## src/rtl/jcfc_pkg.sv

```systemverilog
// Shared types, phase codes and word tables for the JSON category field classifier.
package jcfc_pkg;

  // Parse phase codes.
  localparam logic [2:0] PH_KEY   = 3'd0;
  localparam logic [2:0] PH_COLON = 3'd1;
  localparam logic [2:0] PH_WS    = 3'd2;
  localparam logic [2:0] PH_STR   = 3'd3;
  localparam logic [2:0] PH_ESC   = 3'd4;
  localparam logic [2:0] PH_DONE  = 3'd5;
  localparam logic [2:0] PH_FAIL  = 3'd6;

  // Category codes.
  localparam logic [1:0] CAT_UNKNOWN = 2'd0;
  localparam logic [1:0] CAT_DETECT  = 2'd1;
  localparam logic [1:0] CAT_DRAIN   = 2'd2;
  localparam logic [1:0] CAT_DIAG    = 2'd3;

  localparam logic [3:0] LEN_MAX      = 4'd15;
  localparam logic [3:0] LEN_LONG_WRD = 4'd9;
  localparam logic [3:0] LEN_DIAG     = 4'd4;
  localparam logic [2:0] KEY_LAST     = 3'd4;

  // Candidate bit positions.
  localparam int unsigned CAND_DET = 0;
  localparam int unsigned CAND_DRN = 1;
  localparam int unsigned CAND_DIA = 2;

  typedef struct packed {
    logic [2:0] phase;
    logic [2:0] key_pos;
    logic [3:0] len;
    logic [2:0] alive;
  } jcfc_state_t;

  localparam jcfc_state_t STATE_RESET = '{
    phase:   PH_KEY,
    key_pos: 3'd0,
    len:     4'd0,
    alive:   3'b111
  };

  // Bytes of the quoted key "cat".
  function automatic logic [7:0] key_char(input logic [2:0] k);
    logic [7:0] c;
    case (k)
      3'd0:    c = 8'h22;
      3'd1:    c = 8'h63;
      3'd2:    c = 8'h61;
      3'd3:    c = 8'h74;
      default: c = 8'h22;
    endcase
    return c;
  endfunction

  // "Detection"; positions past the word never match.
  function automatic logic det_hit(input logic [3:0] n, input logic [7:0] ch);
    logic [7:0] c;
    logic       ok;
    ok = 1'b1;
    case (n)
      4'd0:    c = 8'h44;
      4'd1:    c = 8'h65;
      4'd2:    c = 8'h74;
      4'd3:    c = 8'h65;
      4'd4:    c = 8'h63;
      4'd5:    c = 8'h74;
      4'd6:    c = 8'h69;
      4'd7:    c = 8'h6f;
      4'd8:    c = 8'h6e;
      default: begin
        c  = 8'h00;
        ok = 1'b0;
      end
    endcase
    return ok && (c == ch);
  endfunction

  // "drain-ack".
  function automatic logic drn_hit(input logic [3:0] n, input logic [7:0] ch);
    logic [7:0] c;
    logic       ok;
    ok = 1'b1;
    case (n)
      4'd0:    c = 8'h64;
      4'd1:    c = 8'h72;
      4'd2:    c = 8'h61;
      4'd3:    c = 8'h69;
      4'd4:    c = 8'h6e;
      4'd5:    c = 8'h2d;
      4'd6:    c = 8'h61;
      4'd7:    c = 8'h63;
      4'd8:    c = 8'h6b;
      default: begin
        c  = 8'h00;
        ok = 1'b0;
      end
    endcase
    return ok && (c == ch);
  endfunction

  // "diag".
  function automatic logic dia_hit(input logic [3:0] n, input logic [7:0] ch);
    logic [7:0] c;
    logic       ok;
    ok = 1'b1;
    case (n)
      4'd0:    c = 8'h64;
      4'd1:    c = 8'h69;
      4'd2:    c = 8'h61;
      4'd3:    c = 8'h67;
      default: begin
        c  = 8'h00;
        ok = 1'b0;
      end
    endcase
    return ok && (c == ch);
  endfunction

  // Category from a state after its byte has been taken.
  function automatic logic [1:0] category(input jcfc_state_t st);
    logic [1:0] cat;
    cat = CAT_UNKNOWN;
    if (st.phase == PH_DONE) begin
      if (st.alive[CAND_DET] && st.len == LEN_LONG_WRD) begin
        cat = CAT_DETECT;
      end else if (st.alive[CAND_DRN] && st.len == LEN_LONG_WRD) begin
        cat = CAT_DRAIN;
      end else if (st.alive[CAND_DIA] && st.len == LEN_DIAG) begin
        cat = CAT_DIAG;
      end
    end
    return cat;
  endfunction

endpackage

```

## src/rtl/json_category_field_classifier.sv

```systemverilog
// Top level of the JSON category field classifier: input register, parser state, result register.
//
//  Channel | Handshake                    | Payload
//  --------+------------------------------+------------------------------
//  in      | in_valid_i / in_stall_o      | payload_byte_i, final_byte_i
//  out     | out_valid_o / out_stall_i    | category_kind_o
//
// One byte per cycle is taken while in_stall_o is low; a byte is held in the input
// register while its state update settles in combinational logic, and a final byte's
// result is loaded into the result register. Reset puts the parser in its key search
// state and empties both registers. A stalled result holds the output
// register; only a final byte waiting behind it is held, other bytes flow on.
module json_category_field_classifier (
  input  logic       clk_i,
  input  logic       rst_ni,
  input  logic       in_valid_i,
  output logic       in_stall_o,
  input  logic [7:0] payload_byte_i,
  input  logic       final_byte_i,
  output logic       out_valid_o,
  input  logic       out_stall_i,
  output logic [1:0] category_kind_o
);
  import jcfc_pkg::*;

  logic        in_valid_q;
  logic [7:0]  byte_q;
  logic        final_q;
  jcfc_state_t state_q, state_d, state_step;
  logic        out_valid_q;
  logic [1:0]  cat_q;
  logic        out_free;
  logic        hold;
  logic        fire;

  jcfc_step u_step (
    .state_i (state_q),
    .byte_i  (byte_q),
    .state_o (state_step)
  );

  // A final byte waits only when the result register is occupied and stalled.
  assign out_free   = !out_valid_q || !out_stall_i;
  assign hold       = in_valid_q && final_q && !out_free;
  assign fire       = in_valid_q && !hold;
  assign in_stall_o = hold;

  // A final byte reports the category and returns the parser to reset.
  assign state_d = (fire && final_q) ? STATE_RESET : (fire ? state_step : state_q);

  // Input register.
  always_ff @(posedge clk_i or negedge rst_ni) begin
    if (!rst_ni) begin
      in_valid_q <= 1'b0;
    end else if (!hold) begin
      in_valid_q <= in_valid_i;
    end
  end

  always_ff @(posedge clk_i) begin
    if (!hold && in_valid_i) begin
      byte_q  <= payload_byte_i;
      final_q <= final_byte_i;
    end
  end

  // Parser state.
  always_ff @(posedge clk_i or negedge rst_ni) begin
    if (!rst_ni) begin
      state_q <= STATE_RESET;
    end else begin
      state_q <= state_d;
    end
  end

  // Result register.
  always_ff @(posedge clk_i or negedge rst_ni) begin
    if (!rst_ni) begin
      out_valid_q <= 1'b0;
    end else if (out_free) begin
      out_valid_q <= fire && final_q;
    end
  end

  always_ff @(posedge clk_i) begin
    if (out_free && fire && final_q) begin
      cat_q <= category(state_step);
    end
  end

  assign out_valid_o     = out_valid_q;
  assign category_kind_o = cat_q;

endmodule

```

## src/rtl/jcfc_word_match.sv

```systemverilog
// Compares one decoded character against the three category words and counts length.
module jcfc_word_match (
  input  logic [3:0] len_i,
  input  logic [2:0] alive_i,
  input  logic [7:0] char_i,
  output logic [3:0] len_o,
  output logic [2:0] alive_o
);
  import jcfc_pkg::*;

  // A candidate stays alive only while each new character matches its word.
  always_comb begin
    alive_o           = alive_i;
    alive_o[CAND_DET] = alive_i[CAND_DET] & det_hit(len_i, char_i);
    alive_o[CAND_DRN] = alive_i[CAND_DRN] & drn_hit(len_i, char_i);
    alive_o[CAND_DIA] = alive_i[CAND_DIA] & dia_hit(len_i, char_i);
  end

  // The length saturates at its maximum.
  assign len_o = (len_i < LEN_MAX) ? len_i + 4'd1 : len_i;

endmodule

```

## src/rtl/jcfc_step.sv

```systemverilog
// Next-state logic of the parser for one payload byte.
module jcfc_step (
  input  jcfc_pkg::jcfc_state_t state_i,
  input  logic [7:0]            byte_i,
  output jcfc_pkg::jcfc_state_t state_o
);
  import jcfc_pkg::*;

  logic [2:0] k;
  logic       push;
  logic [7:0] push_char;
  logic [3:0] len_next;
  logic [2:0] alive_next;

  jcfc_word_match u_match (
    .len_i   (state_i.len),
    .alive_i (state_i.alive),
    .char_i  (push_char),
    .len_o   (len_next),
    .alive_o (alive_next)
  );

  // Key position above the last key byte restarts the search.
  assign k = (state_i.key_pos > KEY_LAST) ? 3'd0 : state_i.key_pos;

  // Phase transitions and the decoded character to push.
  always_comb begin
    state_o   = state_i;
    push      = 1'b0;
    push_char = byte_i;
    case (state_i.phase)
      PH_KEY: begin
        if (byte_i == key_char(k)) begin
          if (k == KEY_LAST) begin
            state_o.phase   = PH_COLON;
            state_o.key_pos = 3'd0;
          end else begin
            state_o.key_pos = k + 3'd1;
          end
        end else begin
          // A stray quote can itself open the key.
          state_o.key_pos = (byte_i == 8'h22) ? 3'd1 : 3'd0;
        end
      end
      PH_COLON: begin
        if (byte_i == 8'h3a) state_o.phase = PH_WS;
      end
      PH_WS: begin
        if (!(byte_i == 8'h20 || byte_i == 8'h09 || byte_i == 8'h0d ||
              byte_i == 8'h0a)) begin
          state_o.phase = (byte_i == 8'h22) ? PH_STR : PH_FAIL;
        end
      end
      PH_STR: begin
        if (byte_i == 8'h5c) begin
          state_o.phase = PH_ESC;
        end else if (byte_i == 8'h22) begin
          state_o.phase = PH_DONE;
        end else begin
          push = 1'b1;
        end
      end
      PH_ESC: begin
        state_o.phase = PH_STR;
        push          = 1'b1;
        case (byte_i)
          8'h22, 8'h5c, 8'h2f: push_char = byte_i;
          8'h62:               push_char = 8'h08;
          8'h66:               push_char = 8'h0c;
          8'h6e:               push_char = 8'h0a;
          8'h72:               push_char = 8'h0d;
          8'h74:               push_char = 8'h09;
          default: begin
            push          = 1'b0;
            state_o.phase = PH_FAIL;
          end
        endcase
      end
      default: begin
      end
    endcase
    if (push) begin
      state_o.len   = len_next;
      state_o.alive = alive_next;
    end
  end

endmodule
```

## config.mk

```make
export PLATFORM = sky130hd
export DESIGN_NAME = json_category_field_classifier
export DESIGN_NICKNAME = d
export VERILOG_FILES = /design/src/rtl/jcfc_pkg.sv /design/src/rtl/json_category_field_classifier.sv /design/src/rtl/jcfc_word_match.sv /design/src/rtl/jcfc_step.sv
export SDC_FILE = /design/constraint.sdc
export NUM_CORES = 1
export LEC_CHECK = 0
export BUFFER_PORTS_ARGS = -buffer_cell sky130_fd_sc_hd__buf_2
export CAP_MARGIN = 10
export CORE_UTILIZATION = 34
export DETAILED_ROUTE_END_ITERATION = 8
export PLACE_DENSITY = 0.6
export SYNTH_ARGS = -nofsm -noshare
export SYNTH_HDL_FRONTEND = slang
export SYNTH_HIERARCHICAL = 1
export SYNTH_SLANG_ARGS = --single-unit
```

## constraint.sdc

```tcl
create_clock -name clk_i -period 5.1 [get_ports clk_i]
set_input_delay 1.02 -clock clk_i [delete_from_list [all_inputs] [get_ports clk_i]]
set_output_delay 1.02 -clock clk_i [all_outputs]
set_load 0.02 [all_outputs]
```

==> flow_summary.json, run 1 <==
{
  "ys_seq_elements": 26,
  "powerDensity_nw_per_um2": 354,
  "timing.final.crit_period_ns": 3.98,
  "clkTransAtPathRegs_ns": 0.10,
  "ys_warn_count": 6,
  "finalSetupViolCount": 0,
  "synth_fp_nets": 381,
  "tns_ns": 0,
  "critPathRequiredTime_ns": 5.22,
  "leakage_nw": 1.18,
  "antenna_found_initial": 0,
  "hold_class": "reg2reg",
  "core-area_um2": 8260,
  "track_usage_pct": 16.3,
  "gp_congestion": 0.927,
  "start_kind": "flip-flop",
  "fin_nets": 372,
  "start_util_pct": 35.2,
  "grt_overflow_total": 0,
  "total_power_mw": 1.06,
  "route.detailed.drc": 0,
  "nFillCells": 853,
  "worst_setup_path_end_kind": "flip-flop",
  "synth_edf_count": 11,
  "cts-root-buf": "clkbuf_8",
  "critPathKind": "reg2reg",
  "cts_inserted_buffers": 3,
  "tightestPinTransition_ns": 0.787,
  "syn_inst": 359,
  "n_antenna_cell": 0,
  "rsz0062_at_grt": "no",
  "tritoncts": "yes",
  "ctsLongestPathBuffers": 2,
  "startpoint": "byte_q[7]",
  "die_w_um": 94.4,
  "fp-row-count": 33,
  "layout_worst_path_cycle_share_pct": 78.1,
  "io_pins": 17,
  "drive_above_1_share_pct": 12.3,
  "clk_latency_ns": 0.27,
  "area_growth_syn_to_layout_pct": 3.45,
  "grt_pass1_vias": 2434,
  "ir_drop_mv": 0.133,
  "slew_headroom_pct": 46.2,
  "portBuffers": 16,
  "grt_pass1_wl_mm": 11.9,
  "h-tree-depth": 1,
  "finalMaxSlewViolations": 0,
  "synth_area_um2": 2910,
  "worstPathArrival_ns": 4.10,
  "drt-wirelength-per-cell_um": 15.2,
  "max_freq_mhz": 251,
  "dr.pass1.iters": 5,
  "hpwl_mm": 4.88,
  "grt_max_degree": 29,
  "worstHoldStart": "state_q[0]",
  "critPathSlowestCell": "nor3b_1",
  "drt_iter0_drc": 232,
  "maxCapViolations": 0,
  "syn_avg_cell_area_um2": 8.09,
  "cts_setup_buffers": 0,
  "cts.sinks": 26,
  "max_stage_delay_ns": 0.60,
  "ys_types": 67,
  "async_flop_share_pct": 57.7,
  "routed_wl_mm": 6.91,
  "die_height_um": 94.4,
  "die-area_um2": 8920,
  "via_count": 2658,
  "hold_viol": 0,
  "cp_top_family": "simple AND/OR/NAND/NOR gates",
  "ant_nets": 0,
  "status": "finished clean",
  "post_cts_resized": 0,
  "ys_seq_area_share_pct": 24.4,
  "path_buf_inv": 0,
  "r2r-start": "byte_q[7]",
  "routed_via_density": 5.85,
  "ys.flop_type": "dfrtp_1",
  "worstPathMaxFanout": 9,
  "cp_cell_sequence": "nor3b_1 -> nand3_1 -> nor3b_1 -> a21oi_1 -> a21oi_1 -> nand2_1 -> nor3_1 -> a31oi_1 -> o22ai_1 -> and4_1 -> o211ai_1 -> nand3_1 -> nand4bb_1 -> a211oi_2",
  "holdBufCountCts": 0,
  "final.setup_skew_ns": 0.00869
}
==> where the power goes <==
| group | total, mW | internal [mW] | switching, mW |
|---|---|---|---|
| sequential | 0.343 | 0.245 | 0.0979 |
| clock | 0.151 | 0.0853 | 0.0661 |
| combinational | 0.569 | 0.241 | 0.327 |
| total | 1.06 | 0.572 | 0.491 |
==> per-stage QoR <==
stage | instance area, µm² | std cells | utilization, % | worst slack (ns) | hold WS [ns]
2_1_floorplan | 2910 | 359 | - | 1.42 | 0.472
3_3_place_gp | 2940 | 450 | 35.6 | 1.33 | 0.541
3_5_place_dp | 2940 | 450 | 35.6 | 1.19 | 0.543
4_1_cts | 3010 | 454 | 36.4 | 1.16 | 0.563
5_1_grt | 3010 | 454 | 36.4 | 0.863 | 0.583
6_report | 3010 | 454 | 36.4 | 1.12 | 0.559
==> per-layer routing <==
metal	GRT usage [%]	up-vias	part of all wire [%]
met4	2.95	0	0.98
li1	-	1314	-
met3	1.85	6	3.1
met5	0	-	0
met1	22.8	1283	49
met2	27.1	55	47
==> cells by family (layout without fill, tap and decap cells) <==
group	count (synthesis)	in the layout	share of synthesized area, %
AOI/OAI and AO/OA	74	74	17.1
xor gates and xnor gates	13	13	3.92
adders and majority gates	9	9	3.88
buffers and inverters	44	34	8.05
DFF	26	26	24.4
muxes	8	8	2.76
and+or+nand+nor	185	185	39.9
==> cells in the mapped netlist (all sizes together), types with 4 or more instances <==
library cell / count / area share, %
nand2b: 15 / 3.2
a21oi: 20 / 3.6
nand3: 26 / 4.5
edfxtp: 11 / 11
nor3b: 9 / 2.8
clkbuf: 13 / 1.7
and4b: 6 / 2.1
nand2: 17 / 2.2
buf: 18 / 4.7
nand4: 20 / 4.3
o22ai: 5 / 1.1
o211ai: 8 / 2.1
nand4b: 4 / 1.2
inv: 13 / 1.7
ha: 9 / 3.9
xor2: 4 / 1.2
nor2b: 13 / 3.1
a31oi: 5 / 1.1
dfrtp: 12 / 10
mux2i: 8 / 2.8
o21ai: 15 / 2.6
nor3: 10 / 2.2
or2: 4 / 0.86
nor2: 24 / 3.1
nand3b: 12 / 3.2
xnor2: 9 / 2.7
==> registers in the layout (all words and copies together), names as in the netlist <==
name,flops
state_q,13
final_q,1
in_valid_q,1
out_valid_o,1
category_kind_o,2
byte_q,8
==> layout make-up <==
type	instances	area [µm²]	area share, %
multi-input cells	289	1960	65.3
flip-flops and latches	26	709	23.6
well taps	105	131	4.37
repair buffers	17	87.6	2.91
clock buffers	4	66.3	2.21
inverters	13	48.8	1.62
==> tightest hold or removal path, cell delays in order (launching register included) <==
cell	delay, ns
dfstp_2	0.40
nor2_1	0.11
nor3_2	0.06
==> layout by cell type, fill, tap and decap left out, types with 3 or more instances in the layout <==
cell / instances
nand3_1: 26
nor2_1: 24
nand4_1: 20
a21oi_1: 19
nand2_1: 17
buf_2: 16
nand2b_1: 15
inv_1: 13
o21ai_0: 13
dfrtp_1: 12
nor2b_1: 12
nand3b_1: 11
edfxtp_1: 11
xnor2_1: 9
ha_1: 9
mux2i_1: 8
o211ai_1: 8
nor3_1: 7
and4b_1: 6
nor3b_1: 6
a31oi_1: 5
o22ai_1: 5
nand4b_1: 4
xor2_1: 4
and2_1: 3
nor3b_2: 3
nor3_2: 3
clkbuf_8: 3
dfstp_2: 3
and4_1: 3
and3_1: 3
or2_2: 3
==> final timing paths <==
check                                          end  slack (ns)  depth (start not counted)
worst min-delay path                    state_q[0]        0.56                          2
worst min register to register          state_q[0]        0.56                          2
worst max-delay path            category_kind_o[1]        1.12                         14
min in group asynchronous               state_q[3]        0.64                          1
max in group asynchronous               state_q[1]        4.16                          1
worst max register to register  category_kind_o[1]        1.12                         14
Note: power is estimated with default switching activity, not from simulation.
==> inputs of run 2 (changes only) <==
ABC_AREA = 1   (was not set)
clock period = 4.03 ns   (was 5.1 ns; I/O delays follow)
==> flow_summary.json, run 2 <==
{
  "status": "finished clean",
  "place_area_um2": 2680,
  "mostFrequentLayoutCell": "nand2_1",
  "p_clk_share_pct": 33.3,
  "use_met3_pct": 1.89,
  "tightestPinTransition_ns": 0.892,
  "synth_fp_nets": 426,
  "powerDensity_nw_per_um2": 240,
  "hold_viol": 0,
  "design_area_um2": 2750,
  "synth_fa_ha_area_share_pct": 4.48,
  "cts.sinks": 26,
  "timing.final.crit_period_ns": 2.92,
  "cts_setup_buffers": 0,
  "regMostFlops": "state_q",
  "die_w_um": 87.9,
  "cts_inserted_buffers": 3,
  "hold_class": "in2async",
  "start_util_pct": 36.0,
  "worstPathMaxFanout": 5,
  "synth_commonest_cells": "133 x nand2_1, 53 x nand3_1, 50 x nor2_1",
  "critPathSlowestCell": "edfxtp_1",
  "ctsLongestPathBuffers": 2,
  "synth_area_leader_cell": "nand2_1",
  "yosys.area_share.simple_pct": 48.9,
  "tns_ns": 0,
  "die_height_um": 87.9,
  "h-tree-depth": 1,
  "area_growth_syn_to_layout_pct": 9.57,
  "p_switching_mw": 0.197,
  "clk_latency_ns": 0.28,
  "synth_top_family_by_area": "simple AND/OR/NAND/NOR gates",
  "synth.top_cells.by_area": "nand2_1 20%, edfxtp_1 13%, dfrtp_1 12%",
  "nFillCells": 771,
  "p_sw_share_pct": 29.7,
  "fin_nets": 443,
  "n_antenna_cell": 0,
  "grt_max_degree": 16,
  "via_count": 2467,
  "r2r-start": "byte_q[0]",
  "ys_seq_area_share_pct": 28.3,
  "final.setup_skew_ns": 0.0114,
  "post_cts_resized": 0,
  "critPathRequiredTime_ns": 4.16,
  "p_int_mw": 0.465,
  "synth-compound-area-share_pct": 6.88,
  "ys.flop_type": "dfrtp_1",
  "clkTransAtPathRegs_ns": 0.10,
  "ant_nets": 0,
  "ys_seq_elements": 26,
  "holdBufCountCts": 0,
  "core-area_um2": 6980,
  "routed_wl_mm": 5.99,
  "path_common_cell": "nand2_1",
  "top_usage_layer": "met2",
  "r2r_slack_ns": 1.11,
  "drt-wirelength-per-cell_um": 11.6,
  "setup_ws_ns": 1.11,
  "io_pins": 17,
  "met2_usage_pct": 27.2,
  "dp_slack_ns": 1.21,
  "worstPathArrival_ns": 3.05,
  "leakage_nw": 1.51,
  "layout_worst_path_cycle_share_pct": 72.4,
  "start_kind": "flip-flop",
  "final_cell_count_no_fill": 516,
  "dp.cells": 512,
  "max_freq_mhz": 343,
  "synth_area_um2": 2510,
  "ys_warn_count": 6,
  "fp-row-count": 30,
  "route.detailed.drc": 0,
  "maxCapViolations": 0,
  "critPathKind": "reg2reg",
  "cts-root-buf": "clkbuf_8",
  "r2r_end": "category_kind_o[1]",
  "largest_reg_flops": 13,
  "finalSetupViolCount": 0,
  "pwr-share-seq_pct": 47.2,
  "syn_inst": 404,
  "p_comb_share_pct": 19.5,
  "die-area_um2": 7730,
  "max_stage_delay_ns": 0.49,
  "antenna_found_initial": 0,
  "ys_types": 37,
  "synth_mux_area_share_pct": 0,
  "synth_most_common_cell": "nand2_1",
  "dr.pass1.iters": 5,
  "cp_cell_sequence": "inv_2 -> nand2_1 -> nor2_2 -> nand2_2 -> nand2_1 -> o21ai_1 -> inv_2 -> nand2_1 -> o21ai_1 -> inv_1 -> nand3_1 -> nand2_1 -> nor2_1 -> nand3_1 -> nor2_1 -> nand3_1 -> nor2_1 -> nand2_1 -> nand2_1 -> nand3_1 -> nand2_1 -> nor2b_1",
  "track_usage_pct": 16.7,
  "worst_setup_path_end_kind": "flip-flop",
  "syn_avg_cell_area_um2": 6.22,
  "finalMaxSlewViolations": 0,
  "grt_util_met1_pct": 24.0,
  "slew_headroom_pct": 40.3,
  "synth-xor-area-share_pct": 1.74,
  "synth_edf_count": 11,
  "rsz0062_at_grt": "no",
  "ir_drop_mv": 0.170,
  "grt_overflow_total": 0,
  "async_flop_share_pct": 57.7,
  "grt_pass1_wl_mm": 10.3,
  "gp_congestion": 0.831,
  "drive_above_1_share_pct": 13.3,
  "grt_pass1_vias": 2232,
  "tritoncts": "yes",
  "drt_iter0_drc": 223,
  "portBuffers": 16,
  "routed_via_density": 4.78,
  "mostFrequentLayoutCells": "133 x nand2_1, 53 x nand3_1, 50 x nor2_1, 47 x inv_1, 16 x buf_2",
  "hpwl_mm": 4.75,
  "r2r_cells": 22,
  "synth_top_area_share_pct": 19.9
}
==> run 2: cell types whose count changed after synthesis, moves of 11 or more <==
cell	previous run	this run
nor2_1	24	50
inv_1	13	47
nor2b_1	12	1
nand3_1	26	53
clkbuf_1	13	1
nand4_1	20	6
nand2_1	17	133
nand2b_1	15	0
nand3b_1	11	0
==> run 2: worst max path at each step <==
stage                     cells past startpoint                 end      start  slack [ns]
after floorplan                              22  category_kind_o[1]  byte_q[0]        1.65
after global placement                       22  category_kind_o[1]  byte_q[0]        1.26
after detailed placement                     22  category_kind_o[1]  byte_q[0]        1.21
after CTS                                    22  category_kind_o[1]  byte_q[0]        1.15
after global routing                         22  category_kind_o[1]  byte_q[0]        0.70
final                                        22  category_kind_o[1]  byte_q[0]        1.11
==> run 2: power groups by stage <==
stage | sequential [mW] | combinational, mW | clock, mW
finish | 0.312 | 0.129 | 0.220
global route | 0.315 | 0.149 | 0.233
CTS | 0.312 | 0.129 | 0.228
detailed placement | 0.317 | 0.128 | 0
global placement | 0.317 | 0.128 | 0
floorplan | 0.313 | 0.0960 | 0
==> run 2: metrics by stage <==
step	hold WS (ns)	power (mW)	util (%)
final	0.414	0.661	39.4
after global routing	0.435	0.696	39.4
after CTS	0.418	0.669	39.4
after detailed placement	0.469	0.446	38.4
after global placement	0.466	0.445	38.4
after floorplan	0.451	0.409	-
==> run 2: worst max-delay path, delay by kind of cell (launching register included) <==
family          cells  cell delay [ns]
compound gates      2             0.30
simple gates       17             1.57
flops               1             0.49
buf+inv             3             0.39
==> run 2: final cells by class <==
type,count,area (µm²),area share [%]
multi-input combinational,317,1560,56.6
sequential,26,709,25.8
inverter,57,214,7.78
tap,96,120,4.37
timing repair buffer,16,80.1,2.91
clock buffer,3,41.3,1.50
clock inverter,1,30.0,1.09
==> run 2: kinds of logic (layout without fill, tap and decap cells) <==
| logic type | count (synthesis) | in the layout |
|---|---|---|
| AND/OR/NAND/NOR | 273 | 273 |
| buffers and inverters | 61 | 77 |
| AO/OA/AOI/OAI | 30 | 30 |
| flip-flops | 26 | 26 |
| adder cells (fa/ha/maj) | 9 | 9 |
| XOR/XNOR | 5 | 5 |
==> run 2: routing by layer <==
layer / part of all wire, % / routed length [µm] / vias up
met5: 0 / 0 / -
met4: 0.42 / 25 / 0
met3: 4.1 / 248 / 2
met2: 45 / 2690 / 61
met1: 51 / 3030 / 1084
li1: - / - / 1320
